<file path="config.mk">
export PLATFORM = sky130hd
export DESIGN_NAME = wse_ctrl
export DESIGN_NICKNAME = d
export VERILOG_FILES = /design/src/hw/rtl/wse_pkg.sv /design/src/hw/rtl/wse_ctrl.sv
export SDC_FILE = /design/constraint.sdc
export NUM_CORES = 1
export LEC_CHECK = 0
export BUFFER_PORTS_ARGS = -buffer_cell sky130_fd_sc_hd__buf_2
export CAP_MARGIN = 20
export CORE_ASPECT_RATIO = 1.5
export CORE_MARGIN = 2
export CORE_UTILIZATION = 35
export DETAILED_ROUTE_END_ITERATION = 7
export PLACE_DENSITY = 0.56
export SETUP_SLACK_MARGIN = 0.5
export SLEW_MARGIN = 20
export SYNTH_ARGS = -nofsm -noshare
export SYNTH_HDL_FRONTEND = slang
export SYNTH_SLANG_ARGS = --single-unit
</file>
<file path="constraint.sdc">
create_clock -name clk -period 3.6 [get_ports clk]
set_input_delay 1.08 -clock clk [delete_from_list [all_inputs] [get_ports clk]]
set_output_delay 1.08 -clock clk [all_outputs]
set_load 0.01 [all_outputs]
</file>
<file path="src/hw/rtl/wse_pkg.sv">
// Shared types, constants and helpers of the wheel speed estimator.
package wse_pkg;

  localparam int CFG_INDEX_W = 2;
  localparam int CFG_DATA_W  = 17;

  typedef enum logic [CFG_INDEX_W-1:0] {
    CFG_LEFT_CPM   = 2'd0,
    CFG_RIGHT_CPM  = 2'd1,
    CFG_DEFAULT_MS = 2'd2,
    CFG_WEIGHT     = 2'd3
  } cfg_index_t;

  typedef enum logic {
    OP_UPDATE = 1'b0,
    OP_CLEAR  = 1'b1
  } op_t;

  localparam int WEIGHT_W    = 17;
  localparam int WEIGHT_FRAC = 16;
  localparam int MUL_STEPS   = WEIGHT_W;

  localparam logic [15:0]         CPM_RESET    = 16'd1867;
  localparam logic [15:0]         MS_RESET     = 16'd10;
  localparam logic [WEIGHT_W-1:0] WEIGHT_RESET = 17'd22938;
  localparam logic [WEIGHT_W-1:0] WEIGHT_ONE   = 17'd65536;
  localparam logic [19:0]         SPEED_SCALE  = 20'd1000000;
  localparam logic [WEIGHT_W-1:0] WEIGHT_HALF  = 17'd32768;

  typedef struct packed {
    logic [15:0]         left_cpm;
    logic [15:0]         right_cpm;
    logic [15:0]         default_ms;
    logic [WEIGHT_W-1:0] weight;
  } cfg_t;

  typedef struct packed {
    logic load;
    logic clear;
    logic prep;
    logic div_step;
    logic filt;
    logic mul_step;
    logic upd;
    logic load_out;
  } cmd_t;

  typedef struct packed {
    logic [31:0] raw_speed;
    logic [31:0] filt_speed;
    logic [31:0] total;
  } lane_out_t;

  // Apply sign to a magnitude and saturate to signed 32 bit.
  function automatic logic [31:0] sat_s32(input logic neg, input logic [63:0] mag);
    logic [63:0] negm;
    logic [31:0] res;
    negm = -mag;
    if (neg) begin
      res = (mag > 64'h0000_0000_8000_0000) ? 32'h8000_0000 : negm[31:0];
    end else begin
      res = (mag > 64'h0000_0000_7FFF_FFFF) ? 32'h7FFF_FFFF : mag[31:0];
    end
    return res;
  endfunction

endpackage

</file>
<file path="src/hw/rtl/wse_ctrl.sv">
// Sequencing state machine of the wheel speed estimator.
module wse_ctrl #(
  parameter int DIV_STEPS = 51
) (
  input  logic          clk,
  input  logic          rst,
  input  logic          in_valid,
  input  logic          in_op,
  output logic          in_ready,
  output logic          out_valid,
  input  logic          out_ready,
  output wse_pkg::cmd_t cmd
);

  localparam int MAX_STEPS = (DIV_STEPS > wse_pkg::MUL_STEPS) ? DIV_STEPS : wse_pkg::MUL_STEPS;
  localparam int CNT_W = $clog2(MAX_STEPS + 1);
  localparam logic [CNT_W-1:0] LAST_DIV = CNT_W'(DIV_STEPS - 1);
  localparam logic [CNT_W-1:0] LAST_MUL = CNT_W'(wse_pkg::MUL_STEPS - 1);

  typedef enum logic [6:0] {
    ST_IDLE = 7'b0000001,
    ST_PREP = 7'b0000010,
    ST_DIV  = 7'b0000100,
    ST_FILT = 7'b0001000,
    ST_MUL  = 7'b0010000,
    ST_UPD  = 7'b0100000,
    ST_OUT  = 7'b1000000
  } state_t;

  state_t           state;
  state_t           state_next;
  logic [CNT_W-1:0] cnt;
  logic [CNT_W-1:0] cnt_next;

  always_comb begin
    state_next = state;
    cnt_next   = cnt;
    cmd        = '0;
    in_ready   = 1'b0;
    unique case (state)
      ST_IDLE: begin
        in_ready = !rst;
        if (in_valid && !rst) begin
          if (in_op == wse_pkg::OP_CLEAR) begin
            cmd.clear  = 1'b1;
            state_next = ST_OUT;
          end else begin
            cmd.load   = 1'b1;
            state_next = ST_PREP;
          end
        end
      end
      ST_PREP: begin
        cmd.prep   = 1'b1;
        cnt_next   = '0;
        state_next = ST_DIV;
      end
      ST_DIV: begin
        cmd.div_step = 1'b1;
        if (cnt == LAST_DIV) begin
          cnt_next   = '0;
          state_next = ST_FILT;
        end else begin
          cnt_next = cnt + 1'b1;
        end
      end
      ST_FILT: begin
        cmd.filt   = 1'b1;
        state_next = ST_MUL;
      end
      ST_MUL: begin
        cmd.mul_step = 1'b1;
        if (cnt == LAST_MUL) begin
          cnt_next   = '0;
          state_next = ST_UPD;
        end else begin
          cnt_next = cnt + 1'b1;
        end
      end
      ST_UPD: begin
        cmd.upd    = 1'b1;
        state_next = ST_OUT;
      end
      ST_OUT: begin
        if (!out_valid || out_ready) begin
          cmd.load_out = 1'b1;
          state_next   = ST_IDLE;
        end
      end
      default: state_next = ST_IDLE;
    endcase
  end

  always_ff @(posedge clk) begin
    if (rst) begin
      state     <= ST_IDLE;
      cnt       <= '0;
      out_valid <= 1'b0;
    end else begin
      state <= state_next;
      cnt   <= cnt_next;
      if (cmd.load_out) begin
        out_valid <= 1'b1;
      end else if (out_ready) begin
        out_valid <= 1'b0;
      end
    end
  end

  a_no_overwrite: assert property (@(posedge clk) disable iff (rst)
    cmd.load_out |-> (!out_valid || out_ready))
    else $error("pending result overwritten");

  a_load_shows: assert property (@(posedge clk) disable iff (rst)
    cmd.load_out |=> out_valid)
    else $error("loaded result not presented");

  a_filt_after_div: assert property (@(posedge clk) disable iff (rst)
    (state == ST_FILT) |-> ($past(state) == ST_DIV))
    else $error("filter stage entered without division");

  a_mul_bound: assert property (@(posedge clk) disable iff (rst)
    (state == ST_MUL) |-> (cnt <= LAST_MUL))
    else $error("multiply step count out of range");

endmodule

</file>
**Word-level counts from Yosys, hierarchy flattened**

Index checks and enable logic that the tools add are counted.

- Output and inout bits: 10
- Bits in registers: 14
- Word-level logic and storage cells: 47

- Eq/ne operators: 13
- Reductions and logical operators: 7
- Muxes and demuxes: 23
- Add/subtract/negate cells: 1

Operators by type and width:

| cell | count |
|---|---|
| one-hot mux 7 bit (7 select lines) | 1 |
| 2-to-1 mux 7 bit | 5 |
| one-hot mux 6 bit (3 select lines) | 1 |
| 2-to-1 mux 1 bit | 12 |
| 2-to-1 mux 6 bit | 2 |
| inequality test 2 bit (second input constant) | 4 |
| equality test 7 x 1 -> 1 bit (second input constant) | 1 |
| equality test 7 x 2 -> 1 bit (second input constant) | 1 |
| equality test 7 x 3 -> 1 bit (second input constant) | 1 |
| equality test 7 x 4 -> 1 bit (second input constant) | 1 |
| equality test 7 x 5 -> 1 bit (second input constant) | 1 |
| equality test 7 x 6 -> 1 bit (second input constant) | 1 |
| equality test 7 bit (second input constant) | 1 |
| adder 6 x 1 -> 6 bit (second input constant) | 1 |
| equality test 6 x 5 -> 1 bit (second input constant) | 1 |
| equality test 6 bit (second input constant) | 1 |
| 2-to-1 mux 2 bit | 2 |
| AND reduction 4 bit | 1 |
| nonzero test 3 bit | 1 |
| zero test 1 bit | 2 |
| nonzero test 2 bit | 1 |
| logical AND 1 bit | 1 |
| logical OR 1 bit | 1 |

**Depth between registers and ports, before layout**

- Word-level depth: 5
- Mapped depth: 6

**Worst setup path after synthesis**

Ideal clock, no wire load.

- Path kind: input -> output
- Start point: input rst
- End point: output cmd[7] (netlist bit)
- Setup slack: 0.622 ns
- Arrival: 1.898 ns
- Stages on the path: 3
- Path buffers: 2
- Path through: clkbuf_1 -> clkbuf_1 -> nor4_1

RTL lines:

| what | line | RTL |
|---|---|---|
| start: declaration | wse_ctrl.sv:6 | `input logic rst,` |
| end: declaration | wse_ctrl.sv:12 | `output wse_pkg::cmd_t cmd` |

==> qor.txt <==
CTS tree: built
DR vias: 851
min cycle time layout: 2.94 ns
setup tns final: 0 ns
Crit path largest cell delay: 0.42 ns
Final #Nets: 135
root buffer cell: clkbuf_8
cell taking the most area after synthesis: dfxtp_1
GRT busiest layer: met2
H-tree depth reported by CTS: 1
FILL cells: 298
synthesis-to-finish area growth: 13.1%
number of detailed-route iterations in the first pass: 4
CP max stage cell: dfxtp_1
Post-synth top flop: dfxtp_1
Crit path buffers/inverters: 1
setup violators final: 0
Final Cycle Share: 0.817
worst skew pair latency: 0.25 ns
Max clock buf depth: 2
Sequential Area: 280 sq um
YS warnings: 0
post-synthesis mux area share: 0.0104
commonest non-fill, non-tap cells in the layout: dfxtp_1, buf_2, nor2_1, o21ai_0
initial antenna violation count: 0
DRT antenna net count: 0
Synth cell types: 41
clk slew on worst S/H paths: 0.06 ns
relative slew slack: 0.740
Hold Fails Final Rpt: 0
sequential fraction of the synthesis area: 0.292
Wirelength per Cell: 12.7 um
starting DRC count in detailed routing: 21
met3 Use GR: 0.0237
Leak: 0.454 nW
CTS sink count: 14
PwrDens: 348 nW/um^2
CTS Buf Count: 3
num rows: 23
xor and xnor fraction of the mapped netlist area: 0.0366
ys async rst share: 0
RSZ-0062 raised after global routing: no
Post-route DRC: 0
GRT met1 Usage: 0.154
first-pass GRT wire length: 3510 um
Post-synth EDFFs: 0
Critical Path End Type: primary output
status: completed
Largest delay share family, worst path: simple AND/OR/NAND/NOR gates
Max Freq: 340 MHz
Cell Area, Synth: 958 sq um
FF+latch count, synth: 14
path type of the worst min-delay path: reg -> reg
Detailed Place HPWL: 1570 um
I/O Buffers: 14
post-synth top area share: 0.292
gr ovfl total: 0
initial core utilization: 0.362
Synth Instances: 116
Multi-input gate area: 609 sq um
die span in x: 46.7 um
vias per cell: 5.22
combinational family with the most area after synthesis: simple AND/OR/NAND/NOR gates
Critical Path Start Type: register
total power: 0.377 mW
peak supply drop: 0.188 mV
io pins: 15
WL final: 2060 um
# diodes: 0
CP max FO: 9
Max Slew Vio Count: 0
Synth Net Count: 124
gr usage total: 0.150
Synth Area in Simple Gates: 0.367
DIE AREA: 3180 sq um
grt met2 use: 0.274
final core occ: 0.409
post-synthesis adder-cell area fraction: 0.0392
Synth Area in Compound Gates: 0.176
largest net degree at the start of global routing: 18
Req. time, crit path: 2.52 ns
die height: 68.1 um
Routability Congestion: 0.788
CP cell instances: nor4_2 > and2b_1 > nand2_1 > nor2_1 > and3_1 > buf_2
vias in the first global route: 831
CP Class: reg -> out
MaxCap Viol Count: 0
core area: 2650 sq um
worst path arrival time: 1.86 ns
layout cell share with drive strength beyond 1: 0.230
final clock skew: 0.000757 ns
Post-Synthesis Mean Instance Area: 8.26 sq um
synth top area cells: dfxtp_1, o21ai_0, ha_1
Worst-Margin Slew: 0.389 ns
metrics by stage:
stage / instance area, sq um / hold WS, ns / setup WS (ns) / instances
after floorplan: 958 / 0.452 / 0.622 / 116
after global placement: 1020 / 0.461 / 0.775 / 159
after detailed placement: 1020 / 0.485 / 0.754 / 159
after CTS: 1080 / 0.495 / 0.610 / 163
after global routing: 1080 / 0.527 / 0.563 / 163
final: 1080 / 0.488 / 0.658 / 163
logic make-up after synthesis:
kind of cell / after synthesis
and+or+nand+nor: 57
muxes: 1
DFF: 14
AOI/OAI and AO/OA: 23
adders and majority gates: 3
xor gates and xnor gates: 4
buffers and inverters: 14
final timing paths:
check,start,end,slack [ns],cells past startpoint
worst max register to register,state[4]$_SDFFE_PP0P_,state[0]$_SDFFE_PP1P_,1.77,5
worst min register to register,out_valid$_SDFFE_PP0P_,out_valid$_SDFFE_PP0P_,0.49,2
worst max-delay path,state[1]$_SDFFE_PP0P_,cmd[6],0.66,6
worst min-delay path,out_valid$_SDFFE_PP0P_,out_valid$_SDFFE_PP0P_,0.49,2
Yosys cell counts (2+ instances only):
library cell  instances
nor3b_1               3
and3_1                5
xor2_1                3
nand3_1               7
ha_1                  3
nor4_1                4
inv_1                 6
a21oi_1               4
clkbuf_1              2
buf_6                 2
nor2b_1               3
dfxtp_1              14
nor3_1                6
nor2_1                9
nand2_1               7
nand3b_1              3
buf_2                 3
o21ai_0               9
where the power goes:
part           total, mW  switching, mW  internal, mW
combinational     0.0545         0.0308        0.0237
clock              0.156         0.0586        0.0970
sequential         0.167        0.00845         0.158
total              0.377         0.0978         0.279
layout make-up:
type,count,share of cell area
tap,37,0.0427
multi-input combinational,88,0.562
clock buffer,4,0.0508
timing repair buffer,14,0.0647
inverter,6,0.0208
sequential,14,0.259
registers in the layout (all words and copies together), names as in the netlist:
register / flops
state: 7
cnt: 6
out_valid: 1
routing by layer:
layer	vias up	wire length, um	part of all wire
met2	10	1100	0.53
met5	-	0	0
met1	405	880	0.43
li1	431	-	-
met4	0	44	0.021
met3	5	42	0.020
timing repair:
action | CTS | global route
setup endpoints to repair | 0 | 2
hold endpoints to repair | 0 | 0
setup buffers | 0 | 0
hold buffers | 0 | 0
resized for setup | 0 | 1
worst register-to-register path: stages, from the launching register on:
cell and delay (ns):
dfxtp_1 0.55, or4b_4 0.54, nor2_4 0.12, a22o_4 0.20, a21o_2 0.14, o221ai_1 0.13
No activity file was read; power rests on OpenSTA's default activity.
