`config.mk`:
```
export PLATFORM = sky130hd
export DESIGN_NAME = wse_cfg_flat
export DESIGN_NICKNAME = d
export VERILOG_FILES = /design/src/hw/rtl/wse_pkg.sv /design/src/hw/rtl/wse_if.sv /design/src/hw/rtl/wse_cfg.sv /design/src/flat_wrapper.sv
export SDC_FILE = /design/constraint.sdc
export NUM_CORES = 1
export LEC_CHECK = 0
export CORE_MARGIN = 10
export CORE_UTILIZATION = 39
export CTS_CLUSTER_DIAMETER = 40
export CTS_CLUSTER_SIZE = 28
export DETAILED_ROUTE_END_ITERATION = 12
export DONT_BUFFER_PORTS = 1
export GPL_TIMING_DRIVEN = 0
export PLACE_DENSITY = 0.52
export SYNTH_ARGS = -nofsm -noshare
export SYNTH_HDL_FRONTEND = slang
export SYNTH_SLANG_ARGS = --single-unit
```
`constraint.sdc`:
```
create_clock -name clk -period 1.18 [get_ports clk]
set_input_delay 0.118 -clock clk [delete_from_list [all_inputs] [get_ports clk]]
set_output_delay 0.118 -clock clk [all_outputs]
set_load 0.01 [all_outputs]
```
`src/hw/rtl/wse_pkg.sv`:
```
// Shared types, constants and helpers of the wheel speed estimator.
package wse_pkg;

  localparam int CFG_INDEX_W = 2;
  localparam int CFG_DATA_W  = 17;

  typedef enum logic [CFG_INDEX_W-1:0] {
    CFG_LEFT_CPM   = 2'd0,
    CFG_RIGHT_CPM  = 2'd1,
    CFG_DEFAULT_MS = 2'd2,
    CFG_WEIGHT     = 2'd3
  } cfg_index_t;

  typedef enum logic {
    OP_UPDATE = 1'b0,
    OP_CLEAR  = 1'b1
  } op_t;

  localparam int WEIGHT_W    = 17;
  localparam int WEIGHT_FRAC = 16;
  localparam int MUL_STEPS   = WEIGHT_W;

  localparam logic [15:0]         CPM_RESET    = 16'd1867;
  localparam logic [15:0]         MS_RESET     = 16'd10;
  localparam logic [WEIGHT_W-1:0] WEIGHT_RESET = 17'd22938;
  localparam logic [WEIGHT_W-1:0] WEIGHT_ONE   = 17'd65536;
  localparam logic [19:0]         SPEED_SCALE  = 20'd1000000;
  localparam logic [WEIGHT_W-1:0] WEIGHT_HALF  = 17'd32768;

  typedef struct packed {
    logic [15:0]         left_cpm;
    logic [15:0]         right_cpm;
    logic [15:0]         default_ms;
    logic [WEIGHT_W-1:0] weight;
  } cfg_t;

  typedef struct packed {
    logic load;
    logic clear;
    logic prep;
    logic div_step;
    logic filt;
    logic mul_step;
    logic upd;
    logic load_out;
  } cmd_t;

  typedef struct packed {
    logic [31:0] raw_speed;
    logic [31:0] filt_speed;
    logic [31:0] total;
  } lane_out_t;

  // Apply sign to a magnitude and saturate to signed 32 bit.
  function automatic logic [31:0] sat_s32(input logic neg, input logic [63:0] mag);
    logic [63:0] negm;
    logic [31:0] res;
    negm = -mag;
    if (neg) begin
      res = (mag > 64'h0000_0000_8000_0000) ? 32'h8000_0000 : negm[31:0];
    end else begin
      res = (mag > 64'h0000_0000_7FFF_FFFF) ? 32'h7FFF_FFFF : mag[31:0];
    end
    return res;
  endfunction

endpackage

```
`src/hw/rtl/wse_if.sv`:
```


interface wse_cfg_if;
  logic                               valid;
  logic                               ready;
  logic [wse_pkg::CFG_INDEX_W-1:0]    index;
  logic [wse_pkg::CFG_DATA_W-1:0]     data;

  modport source (output valid, index, data, input ready);
  modport sink (input valid, index, data, output ready);
endinterface

```
`src/hw/rtl/wse_cfg.sv`:
```
// Configuration registers with their effective values.
module wse_cfg (
  input  logic          clk,
  input  logic          rst,
  wse_cfg_if.sink       cfg,
  output wse_pkg::cfg_t eff
);

  logic [15:0]                  left_cpm;
  logic [15:0]                  right_cpm;
  logic [15:0]                  default_ms;
  logic [wse_pkg::WEIGHT_W-1:0] weight;

  assign cfg.ready = !rst;

  always_ff @(posedge clk) begin
    if (rst) begin
      left_cpm   <= wse_pkg::CPM_RESET;
      right_cpm  <= wse_pkg::CPM_RESET;
      default_ms <= wse_pkg::MS_RESET;
      weight     <= wse_pkg::WEIGHT_RESET;
    end else if (cfg.valid && cfg.ready) begin
      unique case (wse_pkg::cfg_index_t'(cfg.index))
        wse_pkg::CFG_LEFT_CPM:   left_cpm   <= cfg.data[15:0];
        wse_pkg::CFG_RIGHT_CPM:  right_cpm  <= cfg.data[15:0];
        wse_pkg::CFG_DEFAULT_MS: default_ms <= cfg.data[15:0];
        wse_pkg::CFG_WEIGHT:     weight     <= cfg.data;
        default: ;
      endcase
    end
  end

  always_comb begin
    eff.left_cpm   = (left_cpm == 16'd0) ? 16'd1 : left_cpm;
    eff.right_cpm  = (right_cpm == 16'd0) ? 16'd1 : right_cpm;
    eff.default_ms = (default_ms == 16'd0) ? 16'd1 : default_ms;
    eff.weight     = (weight > wse_pkg::WEIGHT_ONE) ? wse_pkg::WEIGHT_ONE : weight;
  end

endmodule

```
`src/flat_wrapper.sv`:
```
// flat-port wrapper written by rule: the top's interface ports become plain ports
module wse_cfg_flat 
  (clk, rst, eff, cfg_valid, cfg_index, cfg_data, cfg_ready);
  wse_cfg_if cfg_i ();
  input  logic clk;
  input  logic rst;
  output wse_pkg::cfg_t eff;
  input wire logic [$bits(cfg_i.valid)-1:0] cfg_valid;
  input wire logic [$bits(cfg_i.index)-1:0] cfg_index;
  input wire logic [$bits(cfg_i.data)-1:0] cfg_data;
  output wire logic [$bits(cfg_i.ready)-1:0] cfg_ready;
  assign cfg_i.valid = cfg_valid;
  assign cfg_i.index = cfg_index;
  assign cfg_i.data = cfg_data;
  assign cfg_ready = cfg_i.ready;
  wse_cfg u_core (.clk(clk), .rst(rst), .cfg(cfg_i), .eff(eff));
endmodule
```
# After elaboration in Yosys (flattened, before gate mapping)
# Index checks and enable logic that the tools add are counted.
totals:
  reg_bits: 65
  input_bits: 22
  output_inout_bits: 66
  elab_cells: 22
classes:
  order_cmp: 1
  eq_ne: 3
  mux: 4
  reduce_logical: 10
ops:
  columns: ["op", "count"]
  rows:
  - ["$logic_not A16 Y1", 3]
  - ["$mux W16", 3]
  - ["$gt A17 B17 Y1 const B", 1]
  - ["$mux W17", 1]
  - ["$reduce_and A2 Y1", 4]
  - ["$eq A2 B2 Y1 const B", 2]
  - ["$eq A2 B1 Y1 const B", 1]
  - ["$logic_not A2 Y1", 1]
  - ["$logic_and A1 B1 Y1", 1]
  - ["$logic_not A1 Y1", 1]

# Longest topological paths before layout
depth:
  word_depth: 3
  ltp_mapped: 6
  ltp_nobuf: 3

# Worst setup path after synthesis
# OpenSTA, ideal clock, no wires.
synth_timing:
  path_type: "register to output"
  startpoint: "register u_core.weight[3] (netlist bit)"
  endpoint: "output port eff[10] (netlist bit)"
  t_arrival_ns: 1.152
  slack_ns: -0.090
  stages_incl_launch_ff: 4
  path_cell_list: "dfxtp_1 nor4_1 a41oi_1 nor2b_1"
synth_rtl:
  columns: ["item", "line", "source"]
  rows:
  - ["start: declaration", "wse_cfg.sv:12", "logic [wse_pkg::WEIGHT_W-1:0] weight;"]
  - ["start signal: assignment", "wse_cfg.sv:21", "weight <= wse_pkg::WEIGHT_RESET;"]
  - ["start signal: assignment", "wse_cfg.sv:27", "wse_pkg::CFG_WEIGHT: weight <= cfg.data;"]
  - ["end: declaration", "flat_wrapper.sv:7", "output wse_pkg::cfg_t eff;"]

==> impl_metrics.tcl <==
set metrics [dict create \
    status "finished, violations left" \
    violations "hold timing, setup timing" \
    ys_types 22 \
    drv_cap 0 \
    clock_path_buffers 2 \
    startpoint_type "register" \
    tightestPinTransition_ns 0.594 \
    yosysTopAreaCell "dfxtp_1" \
    cp_cell_sequence "nor4_4, buf_4, a41oi_4, nor2b_4" \
    max_freq_mhz 591 \
    whs_endpoint "u_core.left_cpm[4]" \
    fin_crit_sh_pct 143 \
    rsz0062_at_grt "yes" \
    synthArstFlopShare_pct 0 \
    vias_per_cell 4.98 \
    crit_type "reg2out" \
    power_frac_clock_pct 39.2 \
    ys_warn_count 0 \
    yosys-top-cells-area "dfxtp_1 48%, nand2_1 18%, a21oi_1 7.5%, clkbuf_1 6.7%, nand3_1 4.4%" \
    clock-sinks 65 \
    drc_errors 0 \
    drv_slew 0 \
    post-dp-hpwl_mm 6.44 \
    area.growth.synth_to_final_pct 32.2 \
    initial_core_util_pct 40.2 \
    critical-path-max-stage-delay_ns 0.35 \
    fin_worst_skew_ns 0 \
    p_sw_mw 1.14 \
    path_clk_slew_ns 0.07 \
    sw_frac_of_total_pct 25.2 \
    postSynthCellCount 373 \
    vdd_drop_max_uv 590 \
    vias 2563 \
    drt_iter0_drc 95 \
    worst_path_max_delay_cell "dfxtp_2" \
    grt_pass1_wl_mm 14.6 \
    final_util_pct 53.1 \
    rrSetupSlack_ns 0.45 \
    multi_input_area_mm2 0.00144 \
    placed_cell_area_mm2 0.00296 \
    die-area_mm2 0.0108 \
    power_frac_comb_pct 9.4 \
    cts_tree "built" \
    layout-drive-gt1-share_pct 20.4 \
    grt_antenna_before_repair 2 \
    place_congestion 0.760 \
    die_w_um 104 \
    cp_max_fo 5 \
    port_buffers 0 \
    holdCritStartpoint "cfg_index[1]" \
    place_ws_ns -0.194 \
    rows 30 \
    r2r_cells 3 \
    num_io_pins 88 \
    final_area_mm2 0.00361 \
    wl_per_cell_um 18.1 \
    firstDrtPassIters 4 \
    crit_path_end_kind "primary output" \
    hold_buffers 17 \
    slew_headroom_pct 60.4 \
    netlist_area_mm2 0.00273 \
    root_buffer "clkbuf_8" \
    yosysMostFrequentCell "nand2_1" \
    grt_max_degree 11 \
    ys_seq_area_share_pct 47.6 \
    crit_required_ns 1.06 \
    synth_nets 395 \
    drt-total-wl_mm 9.30 \
    p_per_area_mw_per_mm2 1250 \
    fin_ws_ns -0.511 \
    min_path_cells 3 \
    worstHoldPathType "in2reg" \
    synth_flop_cell "dfxtp_1" \
    cts_buffers 9 \
    core-area_mm2 0.00679 \
    syn_avg_cell_area_um2 7.32 \
    p_seq_share_pct 51.4 \
    synth.top_cell.area_share_pct 47.6 \
    hold-worst-slack_ns -0.0201 \
    grt_pass1_vias 2483 \
    grt_usage_pct 17.0 \
    synthTopCellsByCount "130 x nand2_1, 65 x dfxtp_1, 49 x clkbuf_1, 41 x a21oi_1, 24 x nand3_1" \
    n_fill_cell 677 \
    hold_viol 5 \
    die_y_um 104 \
    ys_ff_latch 65 \
    clock_latency_ns 0.33 \
    power_leakage_nw 1.35 \
    htree_levels 3 \
    internal_power_mw 3.38 \
    rr_startpoint "u_core.weight[14]" \
    ant_nets 0 \
    layout_min_cycle_time_ns 1.69 \
    nets 435 \
    grt_overflow 0 \
    setup_viol 13 \
    synth-edff-count 0 \
    reg2reg_to "u_core.weight[14]" \
    ff_latch_area_mm2 0.00133 \
    critPathArrivalTime_ns 1.57 \
]
-- state kept, by name (all words and copies together) (netlist names) --
name,flops
u_core.default_ms,16
u_core.right_cpm,16
u_core.left_cpm,16
u_core.weight,17
-- power groups by stage --
| stage | logic (mW) | clock network (mW) | registers (mW) |
|---|---|---|---|
| floorplan | 0.238 | 0 | 2.34 |
| global route | 0.467 | 1.93 | 2.33 |
| finish | 0.426 | 1.77 | 2.32 |
| global placement | 0.293 | 0 | 2.36 |
| CTS | 0.421 | 1.81 | 2.32 |
| detailed placement | 0.296 | 0 | 2.36 |
-- worst max-delay path by stage --
stage / startpoint / cells past startpoint / slack (ns) / to
2_1_floorplan: u_core.weight[14] / 3 / -0.03 / eff[10]
3_3_place_gp: rst / 5 / -0.18 / u_core.weight[8]
3_5_place_dp: rst / 5 / -0.19 / u_core.weight[12]
4_1_cts: u_core.weight[14] / 3 / -0.52 / eff[5]
5_1_grt: u_core.weight[0] / 4 / -0.59 / eff[5]
6_report: u_core.weight[3] / 4 / -0.51 / eff[5]
-- routing by layer --
layer  share of wire [%]  vias up  track usage, %
li1                    -     1275               -
met1                  45     1212            21.2
met2                  48       66            27.9
met3                 4.8       10            3.84
met4                 1.3        0            6.26
met5                   0        -               0
-- through the flow --
stage	total power, mW	instances	hold WS [ns]	setup TNS [ns]
after global placement	2.65	469	0.246	-4.13
after CTS	4.55	512	-0.0324	-5.57
after detailed placement	2.65	469	0.250	-5.04
final	4.52	515	-0.0201	-5.37
after floorplan	2.58	373	0.242	-0.294
after global routing	4.72	514	-0.0176	-6.33
-- placed cells by master, fill, tap and decap left out, types with 4 or more instances in the layout --
cell,synthesis,layout
nor2b_4,0,9
clkbuf_1,49,51
dlygate4sd3_1,0,17
clkbuf_8,0,9
nor2b_1,16,5
nand2_1,130,130
clkbuf_2,4,4
nor4_4,0,12
a21oi_1,41,41
dfxtp_2,0,20
buf_2,9,9
nand3_1,24,24
dfxtp_1,65,45
buf_4,1,12
-- what timing repair did --
item	CTS	global route
buffers inserted	10	1
resized for setup	24	19
pin swaps	14	7
setup endpoints to repair	15	15
endpoints found under the hold margin	65	6
gates cloned	1	0
-- cells by family (layout without fill, tap and decap cells) --
group / after synthesis / count (layout) / share of synthesized area (%)
simple gates: 194 / 194 / 32.9
buf+inv: 69 / 112 / 10.5
flops: 65 / 65 / 47.6
compound gates: 45 / 46 / 8.93
other cells: 0 / 2 / 0
-- layout make-up --
cell class / count / area share [%]
clock inverters: 4 / 1.25
multi-input cells: 240 / 40.0
well taps: 96 / 3.33
repair buffers: 28 / 7.00
clock buffers: 11 / 3.64
inverters: 2 / 0.208
flip-flops and latches: 65 / 36.7
diodes: 2 / 0.139
plain buffers: 67 / 7.73
-- worst max-delay path, delay by kind of cell (launching register included) --
| kind | cells | cell delay, ns |
|---|---|---|
| simple gates | 2 | 0.47 |
| flops | 1 | 0.35 |
| compound gates | 1 | 0.24 |
| buf+inv | 1 | 0.18 |
(Power assumes the default switching activity.)
