`config.mk`:
```
export PLATFORM = sky130hd
export DESIGN_NAME = wse_lane
export DESIGN_NICKNAME = d
export VERILOG_FILES = /design/src/hw/rtl/wse_pkg.sv /design/src/hw/rtl/wse_lane.sv
export SDC_FILE = /design/constraint.sdc
export NUM_CORES = 2
export LEC_CHECK = 0
export BUFFER_PORTS_ARGS = -buffer_cell sky130_fd_sc_hd__buf_2
export CORE_MARGIN = 4
export CORE_UTILIZATION = 65
export CTS_CLUSTER_DIAMETER = 50
export DETAILED_ROUTE_END_ITERATION = 6
export PLACE_DENSITY = 0.82
export SLEW_MARGIN = 20
export SYNTH_ARGS = -nofsm -noshare
export SYNTH_HDL_FRONTEND = slang
export SYNTH_SLANG_ARGS = --single-unit
export TNS_END_PERCENT = 100
```
`constraint.sdc`:
```
create_clock -name clk -period 14.4 [get_ports clk]
set_clock_uncertainty 0.15 [all_clocks]
set_input_delay 0.72 -clock clk [delete_from_list [all_inputs] [get_ports clk]]
set_output_delay 0.72 -clock clk [all_outputs]
set_load 0.01 [all_outputs]
```
`src/hw/rtl/wse_pkg.sv`:
```
// Shared types, constants and helpers of the wheel speed estimator.
package wse_pkg;

  localparam int CFG_INDEX_W = 2;
  localparam int CFG_DATA_W  = 17;

  typedef enum logic [CFG_INDEX_W-1:0] {
    CFG_LEFT_CPM   = 2'd0,
    CFG_RIGHT_CPM  = 2'd1,
    CFG_DEFAULT_MS = 2'd2,
    CFG_WEIGHT     = 2'd3
  } cfg_index_t;

  typedef enum logic {
    OP_UPDATE = 1'b0,
    OP_CLEAR  = 1'b1
  } op_t;

  localparam int WEIGHT_W    = 17;
  localparam int WEIGHT_FRAC = 16;
  localparam int MUL_STEPS   = WEIGHT_W;

  localparam logic [15:0]         CPM_RESET    = 16'd1867;
  localparam logic [15:0]         MS_RESET     = 16'd10;
  localparam logic [WEIGHT_W-1:0] WEIGHT_RESET = 17'd22938;
  localparam logic [WEIGHT_W-1:0] WEIGHT_ONE   = 17'd65536;
  localparam logic [19:0]         SPEED_SCALE  = 20'd1000000;
  localparam logic [WEIGHT_W-1:0] WEIGHT_HALF  = 17'd32768;

  typedef struct packed {
    logic [15:0]         left_cpm;
    logic [15:0]         right_cpm;
    logic [15:0]         default_ms;
    logic [WEIGHT_W-1:0] weight;
  } cfg_t;

  typedef struct packed {
    logic load;
    logic clear;
    logic prep;
    logic div_step;
    logic filt;
    logic mul_step;
    logic upd;
    logic load_out;
  } cmd_t;

  typedef struct packed {
    logic [31:0] raw_speed;
    logic [31:0] filt_speed;
    logic [31:0] total;
  } lane_out_t;

  // Apply sign to a magnitude and saturate to signed 32 bit.
  function automatic logic [31:0] sat_s32(input logic neg, input logic [63:0] mag);
    logic [63:0] negm;
    logic [31:0] res;
    negm = -mag;
    if (neg) begin
      res = (mag > 64'h0000_0000_8000_0000) ? 32'h8000_0000 : negm[31:0];
    end else begin
      res = (mag > 64'h0000_0000_7FFF_FFFF) ? 32'h7FFF_FFFF : mag[31:0];
    end
    return res;
  endfunction

endpackage

```
`src/hw/rtl/wse_lane.sv`:
```
// Per-wheel datapath: total, serial divider, serial weight multiply and filter.
module wse_lane #(
  parameter int FRAC_BITS  = 16,
  parameter int DELTA_BITS = 16
) (
  input  logic                         clk,
  input  logic                         rst,
  input  wse_pkg::cmd_t                cmd,
  input  logic signed [DELTA_BITS-1:0] delta,
  input  logic [15:0]                  ms,
  input  logic [15:0]                  cpm,
  input  logic [wse_pkg::WEIGHT_W-1:0] weight,
  output wse_pkg::lane_out_t           res
);

  localparam int NW   = DELTA_BITS + 19;
  localparam int DVW  = NW + FRAC_BITS;
  localparam int FW   = 32 + FRAC_BITS;
  localparam int PW   = FW + wse_pkg::WEIGHT_W;
  localparam int CMPW = (DVW > FW) ? DVW : FW;
  localparam logic [FW-1:0] LIM_POS = {1'b0, {(FW-1){1'b1}}};
  localparam logic [FW-1:0] LIM_NEG = {1'b1, {(FW-1){1'b0}}};
  localparam logic [PW-1:0] HALF_W  = PW'(wse_pkg::WEIGHT_HALF);
  localparam logic [FW:0]   HALF_F  = (FW+1)'(1) << (FRAC_BITS - 1);

  logic                         neg;
  logic [DELTA_BITS-1:0]        mag_in;
  logic [31:0]                  den;
  logic [DVW-1:0]               quot;
  logic [31:0]                  rem;
  logic                         dneg;
  logic [PW-1:0]                mcand;
  logic [PW-1:0]                acc;
  logic [wse_pkg::WEIGHT_W-1:0] wsh;
  logic signed [FW-1:0]         filt;
  logic [31:0]                  total;
  logic [31:0]                  raw_int;

  logic [NW:0]          prod_n;
  logic [32:0]          rem_sh;
  logic [32:0]          rem_sub;
  logic                 ge;
  logic [FW-1:0]        lim;
  logic [FW-1:0]        mag_q;
  logic signed [FW-1:0] raw_q;
  logic signed [FW:0]   diff;
  logic [FW:0]          dabs;
  logic [NW:0]          rm;
  logic [PW-1:0]        rnd;
  logic [FW:0]          step;
  logic [FW+1:0]        filt_sum;
  logic [FW-1:0]        fabs;
  logic [FW:0]          frnd;
  logic [31:0]          filt_int;

  assign prod_n  = (NW+1)'(mag_in) * (NW+1)'(wse_pkg::SPEED_SCALE);
  assign rem_sh  = {rem, quot[DVW-1]};
  assign rem_sub = rem_sh - {1'b0, den};
  assign ge      = (rem_sh >= {1'b0, den});

  assign lim   = neg ? LIM_NEG : LIM_POS;
  assign mag_q = (CMPW'(quot) > CMPW'(lim)) ? lim : FW'(CMPW'(quot));
  assign raw_q = neg ? -$signed(mag_q) : $signed(mag_q);
  assign diff  = {raw_q[FW-1], raw_q} - {filt[FW-1], filt};
  assign dabs  = diff[FW] ? (FW+1)'(-diff) : (FW+1)'(diff);
  assign rm    = (NW+1)'(quot[DVW-1:FRAC_BITS]) + (NW+1)'(quot[FRAC_BITS-1]);

  assign rnd      = acc + HALF_W;
  assign step     = rnd[PW-1:wse_pkg::WEIGHT_FRAC];
  assign filt_sum = dneg ? ({{2{filt[FW-1]}}, filt} - {1'b0, step})
                         : ({{2{filt[FW-1]}}, filt} + {1'b0, step});

  assign fabs     = filt[FW-1] ? FW'(-filt) : FW'(filt);
  assign frnd     = {1'b0, fabs} + HALF_F;
  assign filt_int = wse_pkg::sat_s32(filt[FW-1], 64'(frnd[FW:FRAC_BITS]));

  always_ff @(posedge clk) begin
    if (rst) begin
      filt  <= '0;
      total <= '0;
    end else if (cmd.clear) begin
      filt  <= '0;
      total <= '0;
    end else begin
      if (cmd.load) begin
        total <= total + 32'(delta);
      end
      if (cmd.upd) begin
        filt <= filt_sum[FW-1:0];
      end
    end
  end

  always_ff @(posedge clk) begin
    if (cmd.clear) begin
      raw_int <= '0;
    end
    if (cmd.load) begin
      neg    <= delta[DELTA_BITS-1];
      mag_in <= delta[DELTA_BITS-1] ? DELTA_BITS'(-delta) : DELTA_BITS'(delta);
      den    <= 32'(cpm) * 32'(ms);
    end
    if (cmd.prep) begin
      quot <= {prod_n[NW-1:0], {FRAC_BITS{1'b0}}};
      rem  <= '0;
    end
    if (cmd.div_step) begin
      rem  <= ge ? rem_sub[31:0] : rem_sh[31:0];
      quot <= {quot[DVW-2:0], ge};
    end
    if (cmd.filt) begin
      raw_int <= wse_pkg::sat_s32(neg, 64'(rm));
      dneg    <= diff[FW];
      mcand   <= PW'(dabs);
      acc     <= '0;
      wsh     <= weight;
    end
    if (cmd.mul_step) begin
      acc   <= acc + (wsh[0] ? mcand : '0);
      mcand <= mcand << 1;
      wsh   <= wsh >> 1;
    end
    if (cmd.load_out) begin
      res.raw_speed  <= raw_int;
      res.filt_speed <= filt_int;
      res.total      <= total;
    end
  end

endmodule

```
Word level (Yosys, flattened, before mapping). Index checks and enable logic that the tools add are counted.

Add/sub/neg operators: 15. $mul: 2. Order comparisons: 6. Mux-type cells: 27. Reductions and logical operators: 4.

Operators by type and width (number): 32-bit two-way mux (11); 65-bit two-way mux (5); 48-bit two-way mux (5); 51-bit two-way mux (2); 48-bit negation (2); 65-bit adder (1); 64-bit by 16-bit adder with 64-bit output, second input constant (1); 32-bit negation (2); 51-bit by 48-bit greater-than comparator with 1-bit output (1); 48-bit by 16-bit adder with 49-bit output, second input constant (1); 49-bit two-way mux (1); 49-bit negation (1); 48-bit by 48-bit subtractor with 49-bit output (1); 48-bit adder (1); 48-bit subtractor (1); 35-bit by 1-bit adder with 36-bit output (1); 36-bit by 31-bit greater-than comparator with 1-bit output, second input constant (1); 36-bit by 32-bit greater-than comparator with 1-bit output, second input constant (1); 33-bit by 32-bit greater-or-equal comparator with 1-bit output (1); 33-bit by 31-bit greater-than comparator with 1-bit output, second input constant (1); 33-bit by 32-bit greater-than comparator with 1-bit output, second input constant (1); 32-bit adder (1); 16-bit by 16-bit multiplier with 32-bit output (1); 16-bit two-way mux (2); 6 further kinds (8).

Register bits after elaboration: 488. Input port bits: 75. Output and inout bits: 96. Word-level logic and storage cells: 72.

Depth between registers and ports, before layout.
Depth after elaboration: 10. Depth in mapped cells: 36.

Least setup slack after synthesis. OpenSTA, ideal clock, no wires.

Path type: register to register. Start point: register neg. End point: register mcand[46] (data pin). Library setup time: 0.268 ns. Arrival: 8.296 ns. Data required time: 13.982 ns. Slack: 5.686 ns. Stages on the path, launching flop included: 34. Path buffers: 6. Cell sequence: edfxtp_1 -> clkbuf_1 -> clkinv_1 -> clkbuf_1 -> clkbuf_1 -> ha_1 -> nand3_1 -> nor4_1 -> and2_2 -> nand4_2 -> and2_1 -> clkbuf_1 -> nor2_1 -> clkbuf_1 -> nor2_1 -> nor2_1 -> a21oi_1 -> ha_1 -> clkbuf_1 -> a21o_1 -> a21o_1 -> a221oi_1 -> o31ai_1 -> a311oi_1 -> o21ai_0 -> a21oi_1 -> o221ai_1 -> a211o_1 -> a311oi_1 -> nand2_1 -> nor4b_1 -> a31oi_1 -> xnor2_1 -> o21ai_0.

Word-level cells in the longest chain between the ends: 10.

Ends and longest elaborated chain: from (decl) (line wse_lane.sv:26) `logic neg;`; from (signal assigned) (line wse_lane.sv:99) `neg <= delta[DELTA_BITS-1];`; 48-bit two-way mux (line wse_lane.sv:61) `assign lim = neg ? LIM_NEG : LIM_POS;`; 51-bit by 48-bit greater-than comparator with 1-bit output (line wse_lane.sv:62) `assign mag_q = (CMPW'(quot) > CMPW'(lim)) ? lim : FW'(CMPW'(quot));`; 48-bit two-way mux (line wse_lane.sv:62); 48-bit negation (line wse_lane.sv:63) `assign raw_q = neg ? -$signed(mag_q) : $signed(mag_q);`; 48-bit two-way mux (*) (line wse_lane.sv:63); 48-bit by 48-bit subtractor with 49-bit output (*) (line wse_lane.sv:64) `assign diff = {raw_q[FW-1], raw_q} - {filt[FW-1], filt};`; 49-bit negation (line wse_lane.sv:65) `assign dabs = diff[FW] ? (FW+1)'(-diff) : (FW+1)'(diff);`; 49-bit two-way mux (*) (line wse_lane.sv:65); 65-bit two-way mux (*) (line wse_lane.sv:111) `if (cmd.filt) begin`; 65-bit two-way mux (*) (line wse_lane.sv:118) `if (cmd.mul_step) begin`; to (signal assigned) (line wse_lane.sv:114) `mcand <= PW'(dabs);`; to (signal assigned) (line wse_lane.sv:120) `mcand <= mcand << 1;`; to (decl) (line wse_lane.sv:32) `logic [PW-1:0] mcand;`.

Mark *: on every way between the ends. The rest lies on a longest branch, timed or not. The select of a mux whose other input is x is not followed. A chain may end at the register's enable or synchronous reset.

Worst setup path in the final report.
Start point: register neg. End point: register mcand[41] (data pin).

Same word-level chain as after synthesis.

==> metrics.txt <==
DRC=0; Core Region=79,000 µm²; Hold Fails Final Rpt=0; Post-synth EDFFs=404; Ys Warns=0; max-slew violations=0; Slew headroom=27.7%; Placed Instance Area=53,300 µm²; CTS Sinks=486; period utilization=64.4%; Tmin final=9.28 ns; largest net degree at the start of global routing=106; first-pass GRT wire length=219 mm; Die W=290 µm; peak supply drop=360 µV; DR pass1 iterations=6; initial core utilization=65.6%; Die Area=84,300 µm²; fraction of layout cells with a size suffix above 1=7.49%; Filler Cells Inserted=6,013; Via Count=44,200; placed wire-length estimate=102 mm; ANT nets after route=0; # H-tree levels=3; initial drt markers=4,374; Final Cell Area=55,800 µm²; drt total wl=136 mm; io pins=171; Yosys cell types=106; net count after synthesis=6,723; Worst Tran Pin Value=1.08 ns; CTS-repair resized insts=0; Critical Path RT=14.60 ns; CTS Buf Count=73; critical path data arrival time=9.48 ns; Synth Cell Area=51,800 µm²; count of input and output buffers=170; status=finished, final reports clean; Avg Inst Size Synth=8.76 µm²; FFs w/ async S/R, synth=0%; Post CTS Setup Buffer Count=0; root buffer cell=clkbuf_16; critical path's slowest cell=nor2_2; Final Power=13.7 mW; RSZ-0062 raised after global routing=no; die height=290 µm; most common cell after layout, fill and taps aside=nand2_1; Worst Setup End Kind=flop; total of max-cap violations=0; Crit Path Class=flop to flop; worst-skew pair later-pin latency=0.63 ns; Pleak=24.4 nW; Pwr per Cell Area=246 nW/µm²; CP max stage delay=0.69 ns; Final nets=6,745; routed vias/inst=6.28; gr ovfl total=0; fmax=0.108 GHz; final setup fails=0; vias in the first global route=42,200; Setup TNS=0 ns; Setup crit start kind=flop; #FFs+latches synth=486; sequential fraction of the synthesis area=26.6%; clock-pin slew on the worst setup and hold paths=0.06 ns; antenna violations before repair=2; most frequent cells in the layout=521 x nand2_1, 482 x nor2_1, 482 x ha_1, 442 x inv_1, 404 x edfxtp_1; Syn Inst Count=5,912; Total GRT Usage=31.2%; worst hold path class=primary input to flop; cts hold-fix bufs=0; Worst Path Max Fanout=72; CTS Buffer Depth=3; Synth-to-Final Area Change=7.75%; Final GP Congestion=0.979; top_reg_cell synth=edfxtp_1; CTS tree=done; Rows=103; mean routed wirelength per cell=19.3 µm
-- kinds of logic after synthesis --
logic type | count (synthesis) | synth area share, %
simple gates | 2019 | 19.5
compound gates | 1354 | 16.5
fa+ha+maj | 736 | 21.5
buf+inv | 702 | 5.14
flops | 486 | 26.6
xor+xnor | 479 | 8.11
mux | 136 | 2.70
-- final timing paths --
check | startpoint | end | slack [ns] | cells past startpoint
worst min-delay path | weight[16] | wsh[16] | 0.21 | 3
worst max register to register | neg | mcand[41] | 5.12 | 31
worst min register to register | raw_int[1] | res[65] | 0.26 | 0
worst max-delay path | neg | mcand[41] | 5.12 | 31
-- sequential cells by signal, summed over array words and instances, names as in the netlist --
name     count
dneg         1
neg          1
rem         32
den         32
quot        51
wsh         17
raw_int     32
acc         64
mag_in      16
total       32
mcand       64
filt        48
res         96
-- synth_stat cells, types with 39 or more instances --
| library cell | instances | area, µm² |
|---|---|---|
| nor2b_1 | 78 | 488 |
| o31ai_1 | 39 | 293 |
| edfxtp_1 | 404 | 12100 |
| fa_1 | 254 | 5080 |
| nand2b_1 | 61 | 382 |
| xnor2_1 | 325 | 2850 |
| mux2i_1 | 104 | 1040 |
| o21bai_1 | 40 | 300 |
| o21ai_0 | 310 | 1550 |
| a31oi_1 | 81 | 507 |
| nand4_1 | 68 | 425 |
| nor3_1 | 127 | 636 |
| and3_1 | 74 | 463 |
| xor2_1 | 153 | 1340 |
| a21o_1 | 154 | 1160 |
| nand2_1 | 522 | 1960 |
| clkbuf_1 | 223 | 837 |
| ha_1 | 482 | 6030 |
| o21a_1 | 45 | 338 |
| dfxtp_1 | 82 | 1640 |
| inv_1 | 443 | 1660 |
| a21oi_1 | 401 | 2010 |
| nand3_1 | 150 | 751 |
| nor2_1 | 484 | 1820 |
| and2_1 | 260 | 1630 |
| a211oi_1 | 51 | 383 |
-- layer usage --
layer,share of wire (%),track usage (%),vias to the layer above,routed length (µm)
met5,0.012,0,-,17
met4,3.1,9.63,4,4250
met3,8.5,5.24,309,11600
met2,46,50.5,1914,62500
met1,42,43.2,21100,57800
li1,-,-,20900,-
-- metrics by stage --
step	std cells	setup slack [ns]	hold WS, ns	util (%)
after CTS	7044	5.37	0.187	70.6
final	7046	5.12	0.210	70.7
after global placement	6908	5.36	0.252	67.4
after global routing	7045	4.38	0.233	70.7
after floorplan	5912	5.69	0.250	-
after detailed placement	6908	5.40	0.255	67.4
-- worst max-delay path, delay by kind of cell, from the launching register on --
| kind | cells | cell delay [ns] |
|---|---|---|
| simple gates | 11 | 3.60 |
| xor+xnor | 1 | 0.17 |
| fa+ha+maj | 2 | 0.61 |
| buf+inv | 4 | 1.32 |
| compound gates | 13 | 2.69 |
| flops | 1 | 0.36 |
-- report_power, final --
part	internal (mW)	switching (mW)	total, mW
combinational	3.69	5.58	9.27
clock	1.10	0.732	1.83
sequential	2.17	0.450	2.62
-- layout make-up --
type | count | area [µm²] | area share [%]
multi-input cells | 4724 | 35400 | 63.5
clock inverters | 44 | 462 | 0.827
well taps | 1050 | 1310 | 2.35
diodes | 1 | 2.50 | 0.00448
inverters | 449 | 1690 | 3.02
clock buffers | 92 | 2060 | 3.70
flip-flops and latches | 486 | 13800 | 24.7
repair buffers | 200 | 1100 | 1.96
Note: power is estimated with default switching activity, not from simulation.
